--- config.mk ---
export PLATFORM = sky130hd
export DESIGN_NAME = sorted_piece_list_top
export DESIGN_NICKNAME = d
export VERILOG_FILES = /design/src/rtl/spl_pkg.sv /design/src/rtl/spl_ctrl.sv /design/src/rtl/spl_cells.sv /design/src/rtl/sorted_piece_list_top.sv
export VERILOG_INCLUDE_DIRS = /design/src /design/src/rtl
export SDC_FILE = /design/constraint.sdc
export NUM_CORES = 2
export LEC_CHECK = 0
export BUFFER_PORTS_ARGS = -buffer_cell sky130_fd_sc_hd__buf_2
export CAP_MARGIN = 10
export CELL_PAD_IN_SITES_DETAIL_PLACEMENT = 2
export CELL_PAD_IN_SITES_GLOBAL_PLACEMENT = 2
export CORE_ASPECT_RATIO = 0.9
export CORE_MARGIN = 2
export CORE_UTILIZATION = 46
export DETAILED_ROUTE_END_ITERATION = 12
export PLACE_DENSITY = 0.93
export SYNTH_ARGS = -nofsm -noshare
export SYNTH_HDL_FRONTEND = slang
export SYNTH_SLANG_ARGS = --single-unit
--- constraint.sdc ---
create_clock -name aclk -period 25.3 [get_ports aclk]
set_input_delay 2.53 -clock aclk [delete_from_list [all_inputs] [get_ports aclk]]
set_output_delay 2.53 -clock aclk [all_outputs]
set_load 0.03 [all_outputs]
--- src/rtl/sorted_piece_list_top_defines.svh ---
// ---------------------------------------------------------------------------
// Sorted piece list assertion macros
// Shared property forms for the concurrent checks in the RTL.
// ---------------------------------------------------------------------------
`ifndef SORTED_PIECE_LIST_TOP_DEFINES_SVH
`define SORTED_PIECE_LIST_TOP_DEFINES_SVH

// Same-cycle implication, checked on aclk and disabled while in reset.
`define SPL_ASSERT_IMPL(label, ante, cons, msg) \
    label: assert property (@(posedge aclk) disable iff (!aresetn) (ante) |-> (cons)) \
        else $error(msg);

// Next-cycle implication, checked on aclk and disabled while in reset.
`define SPL_ASSERT_NEXT(label, ante, cons, msg) \
    label: assert property (@(posedge aclk) disable iff (!aresetn) (ante) |=> (cons)) \
        else $error(msg);

`endif

--- src/rtl/spl_pkg.sv ---
// ---------------------------------------------------------------------------
// Sorted piece list package
// Entry and result types, operation and status codes, and the sort order.
// ---------------------------------------------------------------------------
package spl_pkg;

    // Default number of entries the table holds.
    localparam int DEPTH_DEFAULT = 32;

    // Operation codes carried on s_tuser.
    localparam logic [1:0] FN_INSERT = 2'd0;
    localparam logic [1:0] FN_REMOVE = 2'd1;
    localparam logic [1:0] FN_HEAD   = 2'd2;

    // Type code that marks a blank square.
    localparam logic signed [7:0] KIND_BLANK = -8'sd1;

    typedef enum logic [2:0] {
        ST_OK      = 3'd0,
        ST_BLANK   = 3'd1,
        ST_EMPTY   = 3'd2,
        ST_MISSING = 3'd3,
        ST_FULL    = 3'd4
    } status_t;

    typedef struct packed {
        logic [15:0]       weight;
        logic [2:0]        row;
        logic [2:0]        col;
        logic signed [7:0] kind;
        logic              computer;
        logic              moved;
    } entry_t;

    typedef struct packed {
        status_t     status;
        logic [5:0]  count;
        entry_t      head;
    } result_t;

    // Commands from the controller to the cell row.
    typedef struct packed {
        logic load;
        logic compare;
        logic commit;
    } cmd_t;

    typedef enum logic [1:0] {
        S_IDLE,
        S_COMPARE,
        S_UPDATE
    } state_t;

    // True when entry a must stand before entry b: weight descending,
    // then row ascending, then column ascending.
    function automatic logic goes_before(input entry_t a, input entry_t b);
        logic res;
        if (a.weight != b.weight) begin
            res = (a.weight > b.weight);
        end else if (a.row != b.row) begin
            res = (a.row < b.row);
        end else begin
            res = (a.col < b.col);
        end
        return res;
    endfunction

endpackage

--- src/rtl/spl_ctrl.sv ---
// ---------------------------------------------------------------------------
// Sorted piece list controller
// Sequences accept, compare and update, and owns the result handshake.
// ---------------------------------------------------------------------------
`include "sorted_piece_list_top_defines.svh"

module spl_ctrl (
    input  logic          aclk,
    input  logic          aresetn,
    input  logic          s_tvalid,
    output logic          s_tready,
    output logic          m_tvalid,
    input  logic          m_tready,
    output spl_pkg::cmd_t cmd
);

    spl_pkg::state_t state_reg;
    spl_pkg::state_t state_next;
    logic            m_valid_reg;
    logic            m_valid_next;
    logic            out_free;
    logic            accept;

    // The result register can take a new result when empty or being drained.
    assign out_free = !m_valid_reg || m_tready;
    assign accept   = s_tvalid && s_tready;
    assign m_tvalid = m_valid_reg;

    // Next-state logic.
    always_comb begin
        state_next = state_reg;
        unique case (state_reg)
            spl_pkg::S_IDLE: begin
                if (accept) begin
                    state_next = spl_pkg::S_COMPARE;
                end
            end
            spl_pkg::S_COMPARE: begin
                state_next = spl_pkg::S_UPDATE;
            end
            spl_pkg::S_UPDATE: begin
                if (out_free) begin
                    state_next = accept ? spl_pkg::S_COMPARE : spl_pkg::S_IDLE;
                end
            end
            default: begin
                state_next = spl_pkg::S_IDLE;
            end
        endcase
    end

    // Output logic: a new item may enter while the previous one commits.
    always_comb begin
        s_tready    = 1'b0;
        cmd.compare = 1'b0;
        cmd.commit  = 1'b0;
        unique case (state_reg)
            spl_pkg::S_IDLE: begin
                s_tready = 1'b1;
            end
            spl_pkg::S_COMPARE: begin
                cmd.compare = 1'b1;
            end
            spl_pkg::S_UPDATE: begin
                s_tready   = out_free;
                cmd.commit = out_free;
            end
            default: begin
                s_tready = 1'b0;
            end
        endcase
        cmd.load = s_tvalid && s_tready;
    end

    // Result valid is set by a commit and cleared by a transfer.
    always_comb begin
        if (cmd.commit) begin
            m_valid_next = 1'b1;
        end else if (m_tready) begin
            m_valid_next = 1'b0;
        end else begin
            m_valid_next = m_valid_reg;
        end
    end

    always_ff @(posedge aclk) begin
        if (!aresetn) begin
            state_reg   <= spl_pkg::S_IDLE;
            m_valid_reg <= 1'b0;
        end else begin
            state_reg   <= state_next;
            m_valid_reg <= m_valid_next;
        end
    end

    // A transfer in only happens when no comparison is in progress.
    `SPL_ASSERT_IMPL(a_accept_state, accept, state_reg != spl_pkg::S_COMPARE, "input taken during compare")
    // A commit never overwrites a result that is still waiting.
    `SPL_ASSERT_IMPL(a_commit_free, cmd.commit, !m_valid_reg || m_tready, "result overwritten")
    // Every comparison is followed by the update step.
    `SPL_ASSERT_NEXT(a_compare_then_update, state_reg == spl_pkg::S_COMPARE, state_reg == spl_pkg::S_UPDATE, "compare not followed by update")
    // A commit always presents a result in the next cycle.
    `SPL_ASSERT_NEXT(a_commit_valid, cmd.commit, m_valid_reg, "commit without result")

endmodule

--- src/rtl/spl_cells.sv ---
// ---------------------------------------------------------------------------
// Sorted piece list cell row
// A row of entry cells with per-cell compare and neighbor shift, plus the
// operation register and the result register.
// ---------------------------------------------------------------------------
module spl_cells #(
    parameter int DEPTH = spl_pkg::DEPTH_DEFAULT
) (
    input  logic              aclk,
    input  logic              aresetn,
    input  spl_pkg::cmd_t     cmd,
    input  logic [1:0]        in_func,
    input  spl_pkg::entry_t   in_entry,
    output spl_pkg::result_t  result
);

    localparam int CW = $clog2(DEPTH + 1);
    localparam int LV = $clog2(DEPTH);

    logic [1:0]           func_reg;
    spl_pkg::entry_t      op_reg;
    spl_pkg::entry_t      cell_reg [DEPTH];
    spl_pkg::entry_t      cell_next [DEPTH];
    logic [CW-1:0]        count_reg;
    logic [CW-1:0]        count_next;
    logic [DEPTH-1:0]     ge_reg;
    logic [DEPTH-1:0]     ge_next;
    logic [DEPTH-1:0]     match_reg;
    logic [DEPTH-1:0]     match_next;
    logic [DEPTH-1:0]     pfx [LV+1];
    logic                 found;
    logic                 is_empty;
    logic                 is_full;
    logic                 is_blank;
    logic                 do_ins;
    logic                 do_rm;
    spl_pkg::status_t     status_next;
    spl_pkg::result_t     result_reg;

    // Per-cell compare: insertion boundary and removal match.
    always_comb begin
        for (int i = 0; i < DEPTH; i++) begin
            if (CW'(i) < count_reg) begin
                ge_next[i]    = spl_pkg::goes_before(op_reg, cell_reg[i]);
                match_next[i] = (cell_reg[i].row == op_reg.row) &&
                                (cell_reg[i].col == op_reg.col);
            end else begin
                ge_next[i]    = 1'b1;
                match_next[i] = 1'b0;
            end
        end
    end

    // Inclusive prefix OR of the match flags, log-depth.
    always_comb begin
        pfx[0] = match_reg;
        for (int l = 0; l < LV; l++) begin
            for (int i = 0; i < DEPTH; i++) begin
                if (i >= (1 << l)) begin
                    pfx[l+1][i] = pfx[l][i] | pfx[l][i - (1 << l)];
                end else begin
                    pfx[l+1][i] = pfx[l][i];
                end
            end
        end
    end

    assign found    = pfx[LV][DEPTH-1];
    assign is_empty = (count_reg == '0);
    assign is_full  = (count_reg == CW'(DEPTH));
    assign is_blank = (op_reg.kind == spl_pkg::KIND_BLANK);
    assign do_ins   = (func_reg == spl_pkg::FN_INSERT) && !is_blank && !is_full;
    assign do_rm    = (func_reg == spl_pkg::FN_REMOVE) && !is_empty && found;

    // Status of the operation.
    always_comb begin
        status_next = spl_pkg::ST_OK;
        case (func_reg)
            spl_pkg::FN_INSERT: begin
                if (is_blank) begin
                    status_next = spl_pkg::ST_BLANK;
                end else if (is_full) begin
                    status_next = spl_pkg::ST_FULL;
                end
            end
            spl_pkg::FN_REMOVE: begin
                if (is_empty) begin
                    status_next = spl_pkg::ST_EMPTY;
                end else if (!found) begin
                    status_next = spl_pkg::ST_MISSING;
                end
            end
            spl_pkg::FN_HEAD: begin
                if (is_empty) begin
                    status_next = spl_pkg::ST_EMPTY;
                end
            end
            default: begin
                status_next = spl_pkg::ST_OK;
            end
        endcase
    end

    // Cell update: insert shifts toward the tail, remove toward the head.
    always_comb begin
        count_next = count_reg;
        for (int i = 0; i < DEPTH; i++) begin
            cell_next[i] = cell_reg[i];
        end
        if (do_ins) begin
            count_next = count_reg + CW'(1);
            if (ge_reg[0]) begin
                cell_next[0] = op_reg;
            end
            for (int i = 1; i < DEPTH; i++) begin
                if (ge_reg[i - 1]) begin
                    cell_next[i] = cell_reg[i - 1];
                end else if (ge_reg[i]) begin
                    cell_next[i] = op_reg;
                end
            end
        end else if (do_rm) begin
            count_next = count_reg - CW'(1);
            for (int i = 0; i < DEPTH - 1; i++) begin
                if (pfx[LV][i]) begin
                    cell_next[i] = cell_reg[i + 1];
                end
            end
        end
    end

    // Operation capture, compare flags and cell contents.
    always_ff @(posedge aclk) begin
        if (cmd.load) begin
            func_reg <= in_func;
            op_reg   <= in_entry;
        end
        if (cmd.compare) begin
            ge_reg    <= ge_next;
            match_reg <= match_next;
        end
        if (cmd.commit) begin
            for (int i = 0; i < DEPTH; i++) begin
                cell_reg[i] <= cell_next[i];
            end
            result_reg.status <= status_next;
            result_reg.count  <= 6'(count_next);
            result_reg.head   <= (count_next != '0) ? cell_next[0] : '0;
        end
    end

    // Fill count is the only register of the table that reset clears.
    always_ff @(posedge aclk) begin
        if (!aresetn) begin
            count_reg <= '0;
        end else if (cmd.commit) begin
            count_reg <= count_next;
        end
    end

    assign result = result_reg;

endmodule

--- src/rtl/sorted_piece_list_top.sv ---
// An input is registered in the operation register, compared per cell into the
// compare flags, then prefix-searched and shifted across the cell row as it
// commits to the result register; a new item is taken as the previous one commits.
// A stalled result holds the update step until the result register drains.
// Reset clears the fill count and the handshake state; cell contents are
// not cleared and no clearing pass is needed.
// ---------------------------------------------------------------------------
// Sorted piece list top level
// Keeps entries sorted by weight, row and column; inserts, removes and
// reports the head entry over stream channels.
// ---------------------------------------------------------------------------
module sorted_piece_list_top #(
    parameter int DEPTH = spl_pkg::DEPTH_DEFAULT
) (
    input  logic        aclk,
    input  logic        aresetn,
    // tdata: piece_weight[15:0], row_index[18:16], col_index[21:19],
    //        piece_kind[29:22], owned_by_computer[30], moved_flag[31]
    input  logic [31:0] s_tdata,
    // tuser: func[1:0]
    input  logic [1:0]  s_tuser,
    input  logic        s_tvalid,
    output logic        s_tready,
    // tdata: status[2:0], entry_count[8:3], head_weight[24:9],
    //        head_row[27:25], head_col[30:28], head_kind[38:31],
    //        head_computer[39], head_moved[40], zero fill[47:41]
    output logic [47:0] m_tdata,
    output logic        m_tvalid,
    input  logic        m_tready
);

    spl_pkg::cmd_t    cmd;
    spl_pkg::entry_t  in_entry;
    spl_pkg::result_t result;

    // Unpack the input transfer into an entry.
    always_comb begin
        in_entry.weight   = s_tdata[15:0];
        in_entry.row      = s_tdata[18:16];
        in_entry.col      = s_tdata[21:19];
        in_entry.kind     = s_tdata[29:22];
        in_entry.computer = s_tdata[30];
        in_entry.moved    = s_tdata[31];
    end

    spl_ctrl u_ctrl (
        .aclk     (aclk),
        .aresetn  (aresetn),
        .s_tvalid (s_tvalid),
        .s_tready (s_tready),
        .m_tvalid (m_tvalid),
        .m_tready (m_tready),
        .cmd      (cmd)
    );

    spl_cells #(
        .DEPTH (DEPTH)
    ) u_cells (
        .aclk     (aclk),
        .aresetn  (aresetn),
        .cmd      (cmd),
        .in_func  (s_tuser),
        .in_entry (in_entry),
        .result   (result)
    );

    // Pack the result register onto the output transfer.
    always_comb begin
        m_tdata        = '0;
        m_tdata[2:0]   = result.status;
        m_tdata[8:3]   = result.count;
        m_tdata[24:9]  = result.head.weight;
        m_tdata[27:25] = result.head.row;
        m_tdata[30:28] = result.head.col;
        m_tdata[38:31] = result.head.kind;
        m_tdata[39]    = result.head.computer;
        m_tdata[40]    = result.head.moved;
    end

endmodule
==> results.json <==
{
  "h-tree-depth": 4,
  "grt_max_degree": 262,
  "syn_area_per_cell_um2": 10.2,
  "post_cts_buffers": 0,
  "ys_ff_latch": 1172,
  "layout.nets": 8026,
  "p_leak_uw": 0.0372,
  "hold_violations": 0,
  "cts_made_buffers": 136,
  "p_int_uw": 3370,
  "clock_path_buffers": 3,
  "detail_route.iter0.violations": 7969,
  "die_w_um": 430,
  "grt_busiest_layer": "met2",
  "clk_latency_ns": 0.84,
  "firstDrtPassIters": 5,
  "routedWlPerCell_um": 39.6,
  "port_buffers": 80,
  "clock_skew_ns": 0.0364,
  "swShare_pct": 28.7,
  "cp.arrival_ns": 4.08,
  "dieArea_um2": 167000,
  "use_met3_pct": 10.7,
  "yosysWarnings": 0,
  "tightest_slew_ns": 1.34,
  "core_area_um2": 162000,
  "route.detailed.drc": 0,
  "grt_use_met2_pct": 73.4,
  "final.min_clock_period_ns": 6.61,
  "p_sw_uw": 1360,
  "async_flop_share_pct": 0,
  "initial_core_util_pct": 46.4,
  "gp_congestion": 0.876,
  "route.final.wire_length_mm": 377,
  "required_ns": 22.77,
  "maxCapViolations": 0,
  "drtAntennaViolNets": 0,
  "clockRootBuffer": "clkbuf_16",
  "rsz0062_at_grt": "no",
  "fmax_ghz": 0.151,
  "grt_use_met1_pct": 48.3,
  "grt_pass1_wl_mm": 545,
  "synth_edf_count": 1163,
  "crit_path_max_fanout": 4,
  "ioPinCount": 88,
  "hp-class": "reg2reg",
  "yosysTopAreaCell": "edfxtp_1",
  "gr-usage-all-layers_pct": 44.2,
  "synth_cells": 7390,
  "vias": 68200,
  "power_frac_seq_pct": 46.1,
  "antenna_found_initial": 20,
  "viasPerCell": 7.16,
  "critPathKind": "in2out",
  "ys_types": 61,
  "slew_headroom_pct": 10.7,
  "clockPowerShare_pct": 44.2,
  "dpl.hpwl_mm": 224,
  "die_h_um": 388,
  "maxSlewViolCount": 0,
  "finalCritPeriodShare_pct": 26.1,
  "status": "completed",
  "hold-worst-slack_ns": 0.525,
  "setup_ws_ns": 18.69,
  "grt_overflow": 0,
  "power_density_nw_per_um2": 57.6,
  "comb_power_share_pct": 9.7,
  "grt_pass1_vias": 75000,
  "rows": 140,
  "synth_seq_area_share_pct": 46.6,
  "clock-sinks": 1172,
  "ctsHoldBuffers": 0,
  "endpoint_kind": "output port",
  "areaGrowthSynthToFinish_pct": 9.08,
  "drive_gt1_share_pct": 7.05,
  "clk_pin_slew_ns": 0.07,
  "synth_ff_type": "edfxtp_1",
  "pre_cts_slack_ns": 18.77,
  "largest_reg_flops": 1024,
  "ir_drop_mv": 0.0692,
  "setup_viol": 0,
  "syn_area_um2": 75300,
  "fin_tns_setup_ns": 0,
  "ctsResizeCount": 0,
  "cp-start-kind": "input pin",
  "cts_tree": "done",
  "netlist_top_cells_area": "edfxtp_1 (46%), mux2i_1 (13%), ha_1 (12%), o21ai_0 (7.1%), nand2_1 (5.6%)",
  "synth_top_area_share_pct": 46.4
}
[power by group through the flow]
stage | registers (uW) | clock network, uW | logic [uW]
3_3_place_gp | 2210 | 0 | 341
4_1_cts | 2180 | 2080 | 437
6_report | 2180 | 2090 | 458
3_5_place_dp | 2220 | 0 | 399
2_1_floorplan | 2220 | 0 | 222
5_1_grt | 2180 | 2140 | 470
[cells in the mapped netlist, types with 9 or more instances]
cell and instances:
edfxtp_1 1163, nand2_1 1125, o21ai_0 1068, mux2i_1 969, ha_1 708, inv_1 617
clkbuf_1 462, a21oi_1 191, nor2_1 124, nor2b_1 104, nand3_1 101, a21o_1 100
nand4_1 100, nor3_1 88, nand2b_1 66, o21a_1 61, a211oi_1 35, a22oi_1 33
a21oi_2 30, mux2_2 29, nor4_1 23, a31oi_1 19, a211o_1 18, a2111oi_0 13
o211ai_1 10, dfxtp_1 9, o311a_1 9, or3_1 9
[metal layers]
| metal | wire length [um] | share of wire [%] | vias to the layer above |
|---|---|---|---|
| li1 | - | - | 26300 |
| met1 | 129000 | 34 | 34600 |
| met2 | 179000 | 47 | 5126 |
| met3 | 33700 | 8.9 | 2169 |
| met4 | 35800 | 9.5 | 20 |
| met5 | 114 | 0.030 | - |
[cells by family (layout without fill, tap and decap cells)]
group / Yosys count / count (layout) / share of synthesized area (%)
and+or+nand+nor: 1770 / 1770 / 10.3
muxes: 998 / 998 / 13.3
AOI/OAI and AO/OA: 1633 / 1633 / 12.3
xor gates and xnor gates: 6 / 6 / 0.0798
other: 1 / 19 / 0.00498
buffers and inverters: 1102 / 1091 / 5.59
DFF: 1172 / 1172 / 46.6
adders and majority gates: 708 / 708 / 11.8
[worst max-delay path: stages]
cell and delay, ns:
buf_2 0.11, nor2b_1 0.91, a21oi_1 0.27, buf_2 0.25
[cell usage in the layout (no fill, tap or decap), drive strengths merged, types with 9 or more instances in the layout]
master and instances:
o211ai 10, mux2i 969, a211o 18, ha 708
a2111oi 13, nand2b 66, o21ai 1070, inv 627
mux2 29, or3 9, o311a 9, buf 231
a21oi 222, nor3 88, nand3 101, nor2b 104
dfxtp 9, nand4 100, clkinv 51, a22oi 33
nor4 24, o21a 61, a31oi 19, diode 12
clkbuf 171, edfxtp 1163, a211oi 35, nor2 124
a21o 100, nand2 1125
[layout make-up]
class,instances,area (um2)
clock buffer,171,3570
multi-input combinational,5122,36200
fill,16100,80100
tap,2130,2670
sequential,1172,35100
timing repair buffer,231,1600
clock inverter,72,657
antenna,12,30.0
inverter,617,2320
[final timing paths]
path | slack (ns) | to | start | cells past startpoint
worst max-delay path | 18.69 | s_tready | m_tready | 4
worst min-delay path | 0.52 | u_ctrl.m_tvalid | u_ctrl.m_tvalid | 2
worst max register to register | 18.73 | u_cells.cell_reg[14][28] | u_cells.count_reg[1] | 10
worst min register to register | 0.52 | u_ctrl.m_tvalid | u_ctrl.m_tvalid | 2
[stage by stage]
step / utilization, % / cell area [um2] / std cells / total power [uW]
detailed placement: 48.0 / 77800 / 9271 / 2620
finish: 50.6 / 82100 / 9527 / 4730
global placement: 48.0 / 77800 / 9271 / 2550
CTS: 50.6 / 82000 / 9514 / 4690
global route: 50.6 / 82100 / 9515 / 4780
floorplan: - / 75300 / 7396 / 2440
No activity file was read; power rests on OpenSTA's default activity.
